==> config.mk <==
export PLATFORM = sky130hd
export DESIGN_NAME = file_block_map_translator
export DESIGN_NICKNAME = d
export VERILOG_FILES = /design/src/sv/fbmt_pkg.sv /design/src/sv/fbmt_ram.sv /design/src/sv/fbmt_front.sv /design/src/sv/fbmt_queue.sv /design/src/sv/fbmt_back.sv /design/src/sv/file_block_map_translator.sv
export SDC_FILE = /design/constraint.sdc
export NUM_CORES = 2
export LEC_CHECK = 0
export BUFFER_PORTS_ARGS = -buffer_cell sky130_fd_sc_hd__buf_2
export CAP_MARGIN = 20
export CORE_MARGIN = 5
export CORE_UTILIZATION = 60
export CTS_CLUSTER_SIZE = 16
export DETAILED_ROUTE_END_ITERATION = 10
export PLACE_DENSITY = 0.78
export SLEW_MARGIN = 20
export SYNTH_ARGS = -nofsm -noshare
export SYNTH_HDL_FRONTEND = slang
export SYNTH_SLANG_ARGS = --single-unit
==> constraint.sdc <==
create_clock -name i_clk -period 25.3 [get_ports i_clk]
set_input_delay 2.53 -clock i_clk [delete_from_list [all_inputs] [get_ports i_clk]]
set_output_delay 2.53 -clock i_clk [all_outputs]
set_load 0.02 [all_outputs]
==> src/sv/fbmt_pkg.sv <==
// shared types and constants of the file block map translator
`timescale 1ns / 1ps

package fbmt_pkg;

    localparam int ZONE_SLOTS_DEF = 10;
    localparam int Q_DEPTH        = 4;
    localparam int QAW            = $clog2(Q_DEPTH);
    localparam int QCW            = $clog2(Q_DEPTH + 1);

    localparam int ZONE_W  = 32;
    localparam int BLK_W   = 40;
    localparam int IDX_W   = 12;
    localparam int BIZ_W   = 8;
    localparam int SHIFT_W = 4;

    localparam logic [SHIFT_W-1:0] ZS_MAX = 4'd8;
    localparam logic [SHIFT_W-1:0] IS_MAX = 4'd12;

    // register reset values
    localparam logic [SHIFT_W-1:0] BLOCK_SHIFT_RST    = 4'd10;
    localparam logic [SHIFT_W-1:0] ZONE_LOG2_RST      = 4'd0;
    localparam logic [SHIFT_W-1:0] DIRECT_COUNT_RST   = 4'd7;
    localparam logic [SHIFT_W-1:0] INDIRECT_SHIFT_RST = 4'd8;

    typedef enum logic [1:0] {
        CFG_BLOCK_SHIFT    = 2'd0,
        CFG_ZONE_LOG2      = 2'd1,
        CFG_DIRECT_COUNT   = 2'd2,
        CFG_INDIRECT_SHIFT = 2'd3
    } t_cfg_idx;

    typedef enum logic [1:0] {
        KIND_LOAD  = 2'd0,
        KIND_SIZE  = 2'd1,
        KIND_XLATE = 2'd2,
        KIND_REPLY = 2'd3
    } t_kind;

    typedef enum logic [1:0] {
        ST_MAPPED = 2'd0,
        ST_HOLE   = 2'd1,
        ST_PAST   = 2'd2,
        ST_FETCH  = 2'd3
    } t_status;

    // one classified result waiting for the back end
    typedef struct packed {
        t_status             status;
        logic [ZONE_W-1:0]   zone;
        logic [BIZ_W-1:0]    biz;
        logic [IDX_W-1:0]    idx;
    } t_entry;

endpackage

==> src/sv/fbmt_ram.sv <==
// generic single write port ram with registered read
`timescale 1ns / 1ps

module fbmt_ram #(
    parameter int WIDTH = 32,
    parameter int DEPTH = 10
) (
    input  logic                     i_clk,
    input  logic                     i_we,
    input  logic [$clog2(DEPTH)-1:0] i_waddr,
    input  logic [WIDTH-1:0]         i_wdata,
    input  logic [$clog2(DEPTH)-1:0] i_raddr,
    output logic [WIDTH-1:0]         o_rdata
);

    logic [WIDTH-1:0] r_mem [DEPTH];
    logic [WIDTH-1:0] r_rdata;

    always_ff @(posedge i_clk) begin
        if (i_we) begin
            r_mem[i_waddr] <= i_wdata;
        end
        r_rdata <= r_mem[i_raddr];
    end

    assign o_rdata = r_rdata;

endmodule

==> src/sv/fbmt_front.sv <==
// front end: accepts beats, keeps the zone table and walk state, classifies translates
`timescale 1ns / 1ps

module fbmt_front
    import fbmt_pkg::*;
#(
    parameter int ZONE_SLOTS = ZONE_SLOTS_DEF
) (
    input  logic                 i_clk,
    input  logic                 i_rst_n,
    input  logic                 i_cfg_we,
    input  t_cfg_idx             i_cfg_index,
    input  logic [SHIFT_W-1:0]   i_cfg_data,
    input  logic                 i_valid,
    output logic                 o_ready,
    input  t_kind                i_kind,
    input  logic [3:0]           i_slot,
    input  logic [ZONE_W-1:0]    i_zone_value,
    input  logic [31:0]          i_size_bytes,
    input  logic [31:0]          i_virtual_block,
    input  logic [ZONE_W-1:0]    i_entry_value,
    input  logic [QCW-1:0]       i_q_count,
    output logic                 o_push,
    output t_entry               o_entry,
    output logic [SHIFT_W-1:0]   o_zs
);

    localparam int AW = $clog2(ZONE_SLOTS);

    typedef enum logic [1:0] {
        PH_IDLE = 2'd0,
        PH_DATA = 2'd1,
        PH_IND  = 2'd2
    } t_phase;

    t_phase               r_phase, n_phase;
    logic [31:0]          r_flen;
    logic [ZONE_SLOTS-1:0] r_nz;
    logic [BIZ_W-1:0]     r_biz, n_biz;
    logic [IDX_W-1:0]     r_pend, n_pend;
    logic [SHIFT_W-1:0]   r_block_shift, r_zone_log2, r_direct_count, r_indirect_shift;

    logic                 r_s1_valid;
    t_entry               r_s1_entry;
    logic                 r_s1_ram;
    logic                 r_s1_zero;

    logic                 accept;
    logic                 push;
    t_entry               n_entry;
    logic                 use_ram;
    logic                 load_we;
    logic                 size_we;

    logic [SHIFT_W-1:0]   zs, is_eff;
    logic [46:0]          vb_bytes;
    logic                 past;
    logic [31:0]          zone, zone1, zone2;
    logic [BIZ_W-1:0]     biz;
    logic [12:0]          per;
    logic [IDX_W-1:0]     mask;
    logic                 is_direct, is_single, past2;
    logic [4:0]           rd_slot;
    logic                 rd_ok, rd_nz;
    logic [ZONE_W-1:0]    rdata;
    logic [4:0]           dc5;

    assign accept = i_valid && o_ready;
    assign o_ready = (i_q_count + QCW'(r_s1_valid)) < QCW'(Q_DEPTH);

    assign zs     = (r_zone_log2 > ZS_MAX) ? ZS_MAX : r_zone_log2;
    assign is_eff = (r_indirect_shift > IS_MAX) ? IS_MAX : r_indirect_shift;
    assign o_zs   = zs;

    assign vb_bytes = {15'd0, i_virtual_block} << r_block_shift;
    assign past     = vb_bytes >= {15'd0, r_flen};
    assign zone     = i_virtual_block >> zs;
    assign biz      = BIZ_W'(i_virtual_block & ((32'd1 << zs) - 32'd1));
    assign per      = 13'd1 << is_eff;
    assign mask     = IDX_W'(per - 13'd1);
    assign dc5      = {1'b0, r_direct_count};

    assign is_direct = zone < {28'd0, r_direct_count};
    assign zone1     = zone - {28'd0, r_direct_count};
    assign is_single = (zone1 >> is_eff) == 32'd0;
    assign zone2     = zone1 - {19'd0, per};
    // double index must stay below the entries per block
    assign past2     = (zone2 >> ({1'b0, is_eff} + {1'b0, is_eff})) != 32'd0;

    always_comb begin
        if (is_direct) begin
            rd_slot = zone[4:0];
        end else if (is_single) begin
            rd_slot = dc5;
        end else begin
            rd_slot = dc5 + 5'd1;
        end
    end

    assign rd_ok = rd_slot < 5'(ZONE_SLOTS);
    assign rd_nz = rd_ok ? r_nz[rd_slot[AW-1:0]] : 1'b0;

    always_comb begin
        n_phase         = r_phase;
        n_biz           = r_biz;
        n_pend          = r_pend;
        push            = 1'b0;
        use_ram         = 1'b0;
        load_we         = 1'b0;
        size_we         = 1'b0;
        n_entry.status  = ST_PAST;
        n_entry.zone    = '0;
        n_entry.biz     = '0;
        n_entry.idx     = '0;
        case (i_kind)
            KIND_REPLY: begin
                if (r_phase == PH_DATA) begin
                    push           = 1'b1;
                    n_entry.status = ST_MAPPED;
                    n_entry.zone   = i_entry_value;
                    n_entry.biz    = r_biz;
                    n_phase        = PH_IDLE;
                end else if (r_phase == PH_IND) begin
                    push = 1'b1;
                    if (i_entry_value == '0) begin
                        n_entry.status = ST_HOLE;
                        n_phase        = PH_IDLE;
                    end else begin
                        n_entry.status = ST_FETCH;
                        n_entry.zone   = i_entry_value;
                        n_entry.idx    = r_pend;
                        n_phase        = PH_DATA;
                    end
                end
            end
            KIND_LOAD: begin
                load_we = (r_phase == PH_IDLE) && ({1'b0, i_slot} < 5'(ZONE_SLOTS));
            end
            KIND_SIZE: begin
                size_we = (r_phase == PH_IDLE);
            end
            KIND_XLATE: begin
                if (r_phase == PH_IDLE) begin
                    push = 1'b1;
                    if (past) begin
                        n_entry.status = ST_PAST;
                    end else begin
                        n_biz = biz;
                        if (is_direct) begin
                            // a zero direct slot maps to the block inside the zone
                            n_entry.status = ST_MAPPED;
                            n_entry.biz    = biz;
                            use_ram        = 1'b1;
                        end else if (!rd_nz) begin
                            n_entry.status = ST_HOLE;
                        end else if (is_single) begin
                            n_entry.status = ST_FETCH;
                            n_entry.idx    = zone1[IDX_W-1:0];
                            use_ram        = 1'b1;
                            n_pend         = zone1[IDX_W-1:0];
                            n_phase        = PH_DATA;
                        end else if (past2) begin
                            n_entry.status = ST_PAST;
                        end else begin
                            n_entry.status = ST_FETCH;
                            n_entry.idx    = IDX_W'(zone2 >> is_eff);
                            use_ram        = 1'b1;
                            n_pend         = zone2[IDX_W-1:0] & mask;
                            n_phase        = PH_IND;
                        end
                    end
                end
            end
            default: begin
                push = 1'b0;
            end
        endcase
    end

    always_ff @(posedge i_clk) begin
        if (!i_rst_n) begin
            r_phase          <= PH_IDLE;
            r_flen           <= '0;
            r_nz             <= '0;
            r_biz            <= '0;
            r_pend           <= '0;
            r_block_shift    <= BLOCK_SHIFT_RST;
            r_zone_log2      <= ZONE_LOG2_RST;
            r_direct_count   <= DIRECT_COUNT_RST;
            r_indirect_shift <= INDIRECT_SHIFT_RST;
            r_s1_valid       <= 1'b0;
        end else begin
            if (i_cfg_we) begin
                case (i_cfg_index)
                    CFG_BLOCK_SHIFT:    r_block_shift    <= i_cfg_data;
                    CFG_ZONE_LOG2:      r_zone_log2      <= i_cfg_data;
                    CFG_DIRECT_COUNT:   r_direct_count   <= i_cfg_data;
                    CFG_INDIRECT_SHIFT: r_indirect_shift <= i_cfg_data;
                    default:            r_block_shift    <= r_block_shift;
                endcase
            end
            r_s1_valid <= accept && push;
            if (accept) begin
                r_phase <= n_phase;
                r_biz   <= n_biz;
                r_pend  <= n_pend;
                if (size_we) begin
                    r_flen <= i_size_bytes;
                end
                if (load_we) begin
                    r_nz[i_slot[AW-1:0]] <= (i_zone_value != '0);
                end
            end
        end
        r_s1_entry <= n_entry;
        r_s1_ram   <= use_ram;
        // slots never loaded, loaded with zero or beyond the table read as zero
        r_s1_zero  <= !rd_nz;
    end

    fbmt_ram #(
        .WIDTH (ZONE_W),
        .DEPTH (ZONE_SLOTS)
    ) u_zone_ram (
        .i_clk   (i_clk),
        .i_we    (accept && load_we),
        .i_waddr (i_slot[AW-1:0]),
        .i_wdata (i_zone_value),
        .i_raddr (rd_slot[AW-1:0]),
        .o_rdata (rdata)
    );

    always_comb begin
        o_entry = r_s1_entry;
        if (r_s1_ram) begin
            o_entry.zone = r_s1_zero ? '0 : rdata;
        end
    end

    assign o_push = r_s1_valid;

endmodule

==> src/sv/fbmt_queue.sv <==
// short fifo between front and back ends
`timescale 1ns / 1ps

module fbmt_queue
    import fbmt_pkg::*;
(
    input  logic           i_clk,
    input  logic           i_rst_n,
    input  logic           i_push,
    input  t_entry         i_entry,
    input  logic           i_pop,
    output logic           o_valid,
    output t_entry         o_entry,
    output logic [QCW-1:0] o_count
);

    t_entry          r_mem [Q_DEPTH];
    logic [QAW-1:0]  r_wp, r_rp;
    logic [QCW-1:0]  r_count;
    logic            do_pop;

    assign o_valid = r_count != '0;
    assign do_pop  = i_pop && o_valid;
    assign o_entry = r_mem[r_rp];
    assign o_count = r_count;

    always_ff @(posedge i_clk) begin
        if (!i_rst_n) begin
            r_wp    <= '0;
            r_rp    <= '0;
            r_count <= '0;
        end else begin
            if (i_push) begin
                r_wp <= r_wp + QAW'(1);
            end
            if (do_pop) begin
                r_rp <= r_rp + QAW'(1);
            end
            r_count <= r_count + QCW'(i_push) - QCW'(do_pop);
        end
        if (i_push) begin
            r_mem[r_wp] <= i_entry;
        end
    end

endmodule

==> src/sv/fbmt_back.sv <==
// back end: forms the disk block and holds the output beat
`timescale 1ns / 1ps

module fbmt_back
    import fbmt_pkg::*;
(
    input  logic               i_clk,
    input  logic               i_rst_n,
    input  logic               i_valid,
    input  t_entry             i_entry,
    input  logic [SHIFT_W-1:0] i_zs,
    output logic               o_pop,
    output logic               o_valid,
    input  logic               i_ready,
    output t_status            o_status,
    output logic [BLK_W-1:0]   o_disk_block,
    output logic [IDX_W-1:0]   o_entry_index
);

    logic               r_valid;
    t_status            r_status;
    logic [BLK_W-1:0]   r_blk;
    logic [IDX_W-1:0]   r_idx;
    logic [BLK_W-1:0]   blk;

    // hole and past end entries carry zero zone and offset
    assign blk   = ({8'd0, i_entry.zone} << i_zs) + {32'd0, i_entry.biz};
    assign o_pop = i_valid && (!r_valid || i_ready);

    always_ff @(posedge i_clk) begin
        if (!i_rst_n) begin
            r_valid <= 1'b0;
        end else if (o_pop) begin
            r_valid <= 1'b1;
        end else if (i_ready) begin
            r_valid <= 1'b0;
        end
        if (o_pop) begin
            r_status <= i_entry.status;
            r_blk    <= blk;
            r_idx    <= i_entry.idx;
        end
    end

    assign o_valid       = r_valid;
    assign o_status      = r_status;
    assign o_disk_block  = r_blk;
    assign o_entry_index = r_idx;

endmodule

==> src/sv/file_block_map_translator.sv <==
// top level of the file block map translator
//
//  channel   dir  handshake                      payload
//  s_axis    in   i_s_axis_tvalid/o_s_axis_tready  tuser: kind; tdata: load/size/translate/reply
//  m_axis    out  o_m_axis_tvalid/i_m_axis_tready  tuser: status; tdata: disk block, entry index
//  cfg       in   i_cfg_we                          i_cfg_index, i_cfg_data
//
// one beat per cycle in while the input is not held off; a result passes through the classify
// and zone ram read stage, the queue and the output register
// the input is held off once the queue entries plus a beat in the ram stage reach four
// synchronous active-low reset clears walk state, file size, slot flags and registers;
// the zone ram itself is not cleared, unloaded slots read as zero through the flags
`timescale 1ns / 1ps

module file_block_map_translator
    import fbmt_pkg::*;
#(
    parameter int ZONE_SLOTS = ZONE_SLOTS_DEF
) (
    input  logic          i_clk,
    input  logic          i_rst_n,
    input  logic          i_cfg_we,
    input  logic [1:0]    i_cfg_index,
    input  logic [3:0]    i_cfg_data,
    input  logic          i_s_axis_tvalid,
    output logic          o_s_axis_tready,
    // slot, zone_value, size_bytes, virtual_block, entry_value, zero pad
    input  logic [135:0]  i_s_axis_tdata,
    // kind
    input  logic [1:0]    i_s_axis_tuser,
    output logic          o_m_axis_tvalid,
    input  logic          i_m_axis_tready,
    // disk_block, entry_index, zero pad
    output logic [55:0]   o_m_axis_tdata,
    // status
    output logic [1:0]    o_m_axis_tuser
);

    logic               push;
    t_entry             f_entry;
    t_entry             q_entry;
    logic               q_valid;
    logic               q_pop;
    logic [QCW-1:0]     q_count;
    logic [SHIFT_W-1:0] zs;
    t_status            status;
    logic [BLK_W-1:0]   disk_block;
    logic [IDX_W-1:0]   entry_index;

    fbmt_front #(
        .ZONE_SLOTS (ZONE_SLOTS)
    ) u_front (
        .i_clk           (i_clk),
        .i_rst_n         (i_rst_n),
        .i_cfg_we        (i_cfg_we),
        .i_cfg_index     (t_cfg_idx'(i_cfg_index)),
        .i_cfg_data      (i_cfg_data),
        .i_valid         (i_s_axis_tvalid),
        .o_ready         (o_s_axis_tready),
        .i_kind          (t_kind'(i_s_axis_tuser)),
        .i_slot          (i_s_axis_tdata[3:0]),
        .i_zone_value    (i_s_axis_tdata[35:4]),
        .i_size_bytes    (i_s_axis_tdata[67:36]),
        .i_virtual_block (i_s_axis_tdata[99:68]),
        .i_entry_value   (i_s_axis_tdata[131:100]),
        .i_q_count       (q_count),
        .o_push          (push),
        .o_entry         (f_entry),
        .o_zs            (zs)
    );

    fbmt_queue u_queue (
        .i_clk   (i_clk),
        .i_rst_n (i_rst_n),
        .i_push  (push),
        .i_entry (f_entry),
        .i_pop   (q_pop),
        .o_valid (q_valid),
        .o_entry (q_entry),
        .o_count (q_count)
    );

    fbmt_back u_back (
        .i_clk         (i_clk),
        .i_rst_n       (i_rst_n),
        .i_valid       (q_valid),
        .i_entry       (q_entry),
        .i_zs          (zs),
        .o_pop         (q_pop),
        .o_valid       (o_m_axis_tvalid),
        .i_ready       (i_m_axis_tready),
        .o_status      (status),
        .o_disk_block  (disk_block),
        .o_entry_index (entry_index)
    );

    assign o_m_axis_tdata = {4'd0, entry_index, disk_block};
    assign o_m_axis_tuser = status;

endmodule

After elaboration in Yosys (flattened, before gate mapping) --
Memories as Yosys holds them, arrays and structs flattened. A register that Yosys moved wholly into a read port is not among the register bits. Index checks and enable logic that the tools add are counted.
Storage, ports and cells: register bits after elaboration 199, bits in writable memories 536, output and inout port bits 60, memories kept 2
Operators by class: add/subtract/negate cells 11, magnitude comparators 10, equal/unequal tests 15, shifts and indexed selects 8, mux-type cells 65, bitwise logic cells 6, reduce and logical (&&, ||, !) cells 30
Memory list:
- u_front.u_zone_ram.r_mem | words 10, bits a word 32, rd ports 1, clocked after Yosys merged registers in 1, write ports 1, line fbmt_ram.sv:16 | logic [WIDTH-1:0] r_mem [DEPTH];
- u_queue.r_mem | words 4, bits a word 54, rd ports 1, clocked after Yosys merged registers in 1, write ports 1, line fbmt_queue.sv:17 | t_entry r_mem [Q_DEPTH];
Operators by type and width (count):
- $mux 12 | 9
- $mux 32 | 3
- $mux 34 | 2
- $logic_not 32->1 | 2
- $reduce_bool 32->1 | 2
- $shr 32x4->32 | 2
- $ge 47x32->1 | 1
- $shl 32x4->47 | 1
- $add 40x8->40 | 1
- $mux 20 | 2
- $pmux 20 s2 | 1
- $shl 32x4->40 | 1
- $lt 32x4->1 | 1
- $shr 32x4->12 | 1
- $shr 32x5->32 | 1
- $sub 32x13->32 | 1
- $sub 32x4->32 | 1
- $mux 2 | 15
- $mux 1 | 21
- $mux 8 | 2
- $shl 1x4->13 const A | 1
- $and 12x12->12 | 1
- $reduce_and 2->1 | 6
- $sub 12x1->12 const B | 1
- other kinds (38) | 66

Longest topological paths before layout --
depth after elaboration 16, gate-level depth with buffers 39, gate-level depth less buffers 33

Cells and area by module --
A second synthesis with hierarchy kept.
Second synthesis, totals: cell total of the unflattened synthesis 3507, area, all modules 41368.4 µm²
Modules (own cells, without submodules):
- fbmt_front | instances 1, cells each 2061, area each 15058.2 µm², seq. area each 2742.6 µm²
- fbmt_ram | instances 1, cells each 698, area each 13290.2 µm², seq. area each 10249.8 µm²
- fbmt_queue | instances 1, cells each 325, area each 8324.2 µm², seq. area each 6666.4 µm²
- fbmt_back | instances 1, cells each 418, area each 4662.0 µm², seq. area each 1641.6 µm²
- file_block_map_translator | instances 1, cells each 5, area each 33.8 µm², seq. area each 0.0 µm²

Worst setup path after synthesis --
OpenSTA, ideal clock, no wires.
path kind in2reg, start point input port i_s_axis_tdata[75], end point register u_front.r_phase[0], setup time 122 ps, arrival time 8849 ps, data required time 25178 ps, setup slack 16329 ps, stages 32, cells stage by stage clkbuf_1 -> mux2i_1 -> nand2_1 -> a31oi_1 -> nor2_1 -> a221oi_1 -> ha_1 -> inv_1 -> fa_1 -> nand3_1 -> nand2_1 -> nor4_1 -> and4_1 -> clkbuf_1 -> nand3_1 -> nand2_1 -> inv_1 -> ha_1 -> a21o_1 -> a21o_1 -> a21oi_1 -> nand4_1 -> nor3_1 -> nand2_1 -> o31a_1 -> or4_1 -> o21ai_0 -> o221ai_1 -> a211o_1 -> a2111oi_2 -> o21ai_0 -> o311a_1
On the way: longest elaborated chain between the ends 11
RTL lines:
- from (decl) | line file_block_map_translator.sv:28 | input logic [135:0] i_s_axis_tdata,
- branches (longest 11 deep; another with $sub 32x4->32)
- to (signal assigned) | line fbmt_front.sv:204 | r_phase <= n_phase;
- to (decl) | line fbmt_front.sv:36 | t_phase r_phase, n_phase;
Parallel ways; which one is timed is not known. The select of a mux whose other input is x is not followed. A chain may end at the register's enable or synchronous reset.

Final worst setup path --
start point input port i_s_axis_tdata[68], end point register u_front.r_pend[1]
On the way: longest elaborated chain between the ends 10
RTL lines:
- branches (longest 10 deep; another with $sub 32x4->32)
- to (signal assigned) | line fbmt_front.sv:206 | r_pend <= n_pend;
- to (decl) | line fbmt_front.sv:40 | logic [IDX_W-1:0] r_pend, n_pend;
Parallel ways; which one is timed is not known. The select of a mux whose other input is x is not followed.

==> metrics.md <==
| Metric | Value |
|---|---|
| Run status | finished, final reports clean |
| CP max FO | 66 |
| Nets | 3922 |
| Final HPWL DP | around 70000 microns |
| Synth Register Bits | 769 |
| Sw Share | 0.294 |
| Async SR Flop Fraction | 0 |
| Flop pwr share | 0.433 |
| Largest net degree at the start of global routing | roughly 160 |
| Internal power | approximately 2400 uW |
| Relative slew margins | 0.241 |
| Post-layout util | 0.670 |
| Post-route DRC | 0 |
| Share of cells above drive strength 1 | 0.146 |
| Tot GR Track Use | 0.286 |
| Post-synth EDFFs | between 500 and 600 |
| Worst VDD drop | between 0.06 and 0.07 mV |
| Post-synthesis sequential area ratio | 0.535 |
| Combinational share of power | 0.227 |
| Pwr/cell area | roughly 78 nW/um^2 |
| CORE AREA | around 66000 sq um |
| Yosys Warn Count | 0 |
| Worst hold endpoint | u_front.o_entry[4] |
| Main synth FF type | edfxtp_1 |
| Maximum level of the CTS H-tree | 3 |
| Final clock skew | between 0.03 and 0.04 ns |
| CTS buffer count | 75 |
| GP Congestion | 0.974 |
| Worst Hold Depth | 2 |
| Share of power burned in the clock network | 0.341 |
| Congestion Overflow GR | 0 |
| Max cap viols | 0 |
| Proportion of synthesized area in mux cells | 0.0973 |
| Main combinational cell family by area after synthesis | simple AND/OR/NAND/NOR gates |
| Worst min path class | flop to flop |
| Worst skew pair latency | ~0.62 ns |
| 1st-iter DRT viols | between 3000 and 4000 |
| R2R depth | 28 |
| WS Path Type | input pin to flop |
| Routed length per instance | between 20 and 25 microns |
| Vias in the first global route | roughly 28000 |
| Crit-path max cell delay | around 0.82 ns |
| Initial core utilization | 0.605 |
| # IOs | about 210 |
| Least-Margin Pin Slew | about 1.1 ns |
| Worst R2R Setup Slack | between 10 and 15 ns |
| Routed Antenna Nets | 0 |
| Adder-Cell Fraction of Synth Area | 0.0238 |
| CTS sink cnt | around 770 |
| Critical path's slowest cell | and3_1 |
| NetSw | about 1000 uW |
| Fill cells | 4807 |
| Startpoint types | input pin |
| DIE AREA | approximately 72000 sq um |
| Fin. max-slew vios | 0 |
| DP Worst Slack | 13.69 ns |
| First-pass GRT wire length | 160000 microns |
| Reg-to-reg endpoint | u_front.r_pend[1] |
| Leading cell type in the layout, fill and taps excluded | edfxtp_1 |
| Count of different cell masters after synthesis | approximately 100 |
| Synth-to-Final Area Change | 10.8% |
| Setup crit start | i_s_axis_tdata[68] |
| Worst EP arrival | 11.84 ns |
| Period utilization | 0.447 |
| Worst EP required | 25.83 ns |
| Initial antenna violation count | 13 |
| Maximum clock path buffer count | 3 |
| RSZ-0062 raised after global routing | false |
| Synth Cell Area | approximately 40000 sq um |
| Final total power | ~3400 uW |
| F_max | between 80 and 90 MHz |
| Most frequent cells in the layout | 590 x edfxtp_1, 521 x nand2_1, 200 x buf_2, 199 x nor2_1, 180 x mux2i_1 |
| Synth Area in XOR/XNOR | 0.0189 |
| First-pass DRT Iterations | 7 |
| Simple-gate share of the synthesized area | 0.156 |
| R2R Path Start | u_front.r_zone_log2[3] |
| Complex-gate fraction of the synthesized area | 0.133 |
| Clk pin slew, worst setup/hold paths | roughly 0.060 ns |
| Die height | between 200 and 300 microns |
| Setup Fix Bufs, Post-CTS | 0 |
| Syn_area_per_cell | 11.0 sq um |
| Detailed-route via count | between 20000 and 30000 |
| Die X | 268 microns |
| Final setup viols | 0 |
| Tmin final | roughly 11 ns |
| CP dominant cell by count | nor2_1 |
| Leak Pwr | 0.0154 uW |
| Clock root buffer master | clkbuf_16 |
| Cells after synthesis | around 3600 |
| Total wire length | about 110000 microns |
| IO Port Bufs | 200 |
| CTS tree | yes |
| Dpl cells | ~4500 |
| Vias per cell | ~6.4 |
| Hold Startpoint | u_front.r_pend[4] |
| Setup TNS Final | 0 ns |
| Layout Cells excl Fill | ~4600 |
| Final Hold Fails | 0 |
| Rows | 94 |
| CTS Hold Bufs | 0 |
| CTS resizes | 0 |
| Worst setup margin | roughly 14 ns |
| Worst setup EP type | flop |
-- worst max-delay path by stage --
stage / endpoint / slack (ns) / depth (start not counted)
finish: u_front.r_pend[1] / 13.99 / 29
global route: u_front.r_pend[2] / 13.43 / 29
CTS: u_front.r_pend[9] / 14.31 / 29
detailed placement: u_front.r_pend[1] / 13.69 / 29
global placement: u_front.r_pend[6] / 13.82 / 29
floorplan: u_front.r_phase[0] / 16.33 / 32
-- power by group through the flow --
stage | Sequential, uW | Clock [uW] | Combinational (uW)
after floorplan | 1540 | 0 | 496
after global placement | 1510 | 0 | 750
after detailed placement | 1510 | 0 | 759
after CTS | 1480 | 1180 | 768
after global routing | 1490 | 1240 | 844
final | 1480 | 1170 | 775
-- cell type report --
type	count	area (sq um)	share of cell area
Antenna cell	9	22.5	0.000510
Clock buffer	98	2080	0.0470
Clock inverter	38	532	0.0120
Inverter	115	432	0.00978
Multi-Input combinational cell	2484	17200	0.391
Sequential cell	769	21300	0.483
Tap cell	864	1080	0.0245
Timing Repair Buffer	254	1450	0.0328
-- registers in the layout, indices dropped and copies added (netlist names), 3 cells and up, named ones only --
name,flops
u_front.r_s1_entry,32
u_queue.r_mem,216
u_front.r_biz,8
u_front.r_flen,32
u_front.r_zone_log2,4
u_back.o_entry_index,12
u_front.o_entry,22
u_front.u_zone_ram.r_mem,320
u_front.r_pend,12
u_queue.o_count,3
u_front.u_zone_ram.o_rdata,32
u_front.r_nz,10
u_front.r_block_shift,4
u_front.r_direct_count,4
u_front.r_indirect_shift,4
u_back.o_disk_block,40
-- per-layer routing --
layer | track usage | routed length (microns) | vias to the layer above
li1 | - | - | 13600
met1 | 0.394 | 43000 | 14400
met2 | 0.465 | 50000 | 1381
met3 | 0.0426 | 8060 | 224
met4 | 0.107 | 4110 | 6
met5 | 0 | 34 | -
-- logic make-up after synthesis --
group	count (synthesis)
flip-flops	769
other	1
multiplexers	279
AO/OA/AOI/OAI	778
buffers and inverters	358
AND/OR/NAND/NOR	1264
adder cells (fa/ha/maj)	74
XOR/XNOR	85
-- cell usage after synthesis, types with 15 or more instances --
| cell type | instances | area share |
|---|---|---|
| nor2b_1 | 51 | 0.0080 |
| mux2i_1 | 180 | 0.045 |
| buf_2 | 17 | 0.0021 |
| xor2_1 | 24 | 0.0053 |
| xnor2_1 | 60 | 0.013 |
| a21oi_1 | 120 | 0.015 |
| buf_1 | 28 | 0.0026 |
| edfxtp_1 | 590 | 0.44 |
| clkbuf_1 | 181 | 0.017 |
| and3_1 | 21 | 0.0033 |
| mux4_2 | 85 | 0.048 |
| nand2b_1 | 30 | 0.0047 |
| inv_1 | 111 | 0.010 |
| nand4_1 | 31 | 0.0049 |
| dfxtp_1 | 179 | 0.090 |
| o22ai_1 | 19 | 0.0030 |
| a21boi_0 | 45 | 0.0085 |
| o21a_1 | 22 | 0.0041 |
| or3_1 | 16 | 0.0025 |
| nand2_1 | 521 | 0.049 |
| nor3b_1 | 15 | 0.0028 |
| a211oi_1 | 154 | 0.029 |
| nand3_1 | 59 | 0.0074 |
| nor3_1 | 66 | 0.0083 |
| o211ai_1 | 17 | 0.0032 |
| nor4_1 | 33 | 0.0052 |
| and2_1 | 129 | 0.020 |
| o21ai_0 | 150 | 0.019 |
| nor2_1 | 205 | 0.019 |
| a31oi_1 | 83 | 0.013 |
| ha_1 | 71 | 0.022 |
-- critical path: cells and delay by family --
family / cells / cell delay, ns
and+or+nand+nor: 14 / 4.83
AOI/OAI and AO/OA: 9 / 2.53
buffers and inverters: 3 / 0.83
adders and majority gates: 2 / 0.71
muxes: 1 / 0.32
-- metrics by stage --
step,instance area (sq um),hold slack (ns)
6_report,44100,0.462
5_1_grt,44100,0.482
4_1_cts,44100,0.465
3_5_place_dp,41500,0.453
3_3_place_gp,41500,0.445
2_1_floorplan,39900,0.417
No activity file was read; power rests on OpenSTA's default activity.
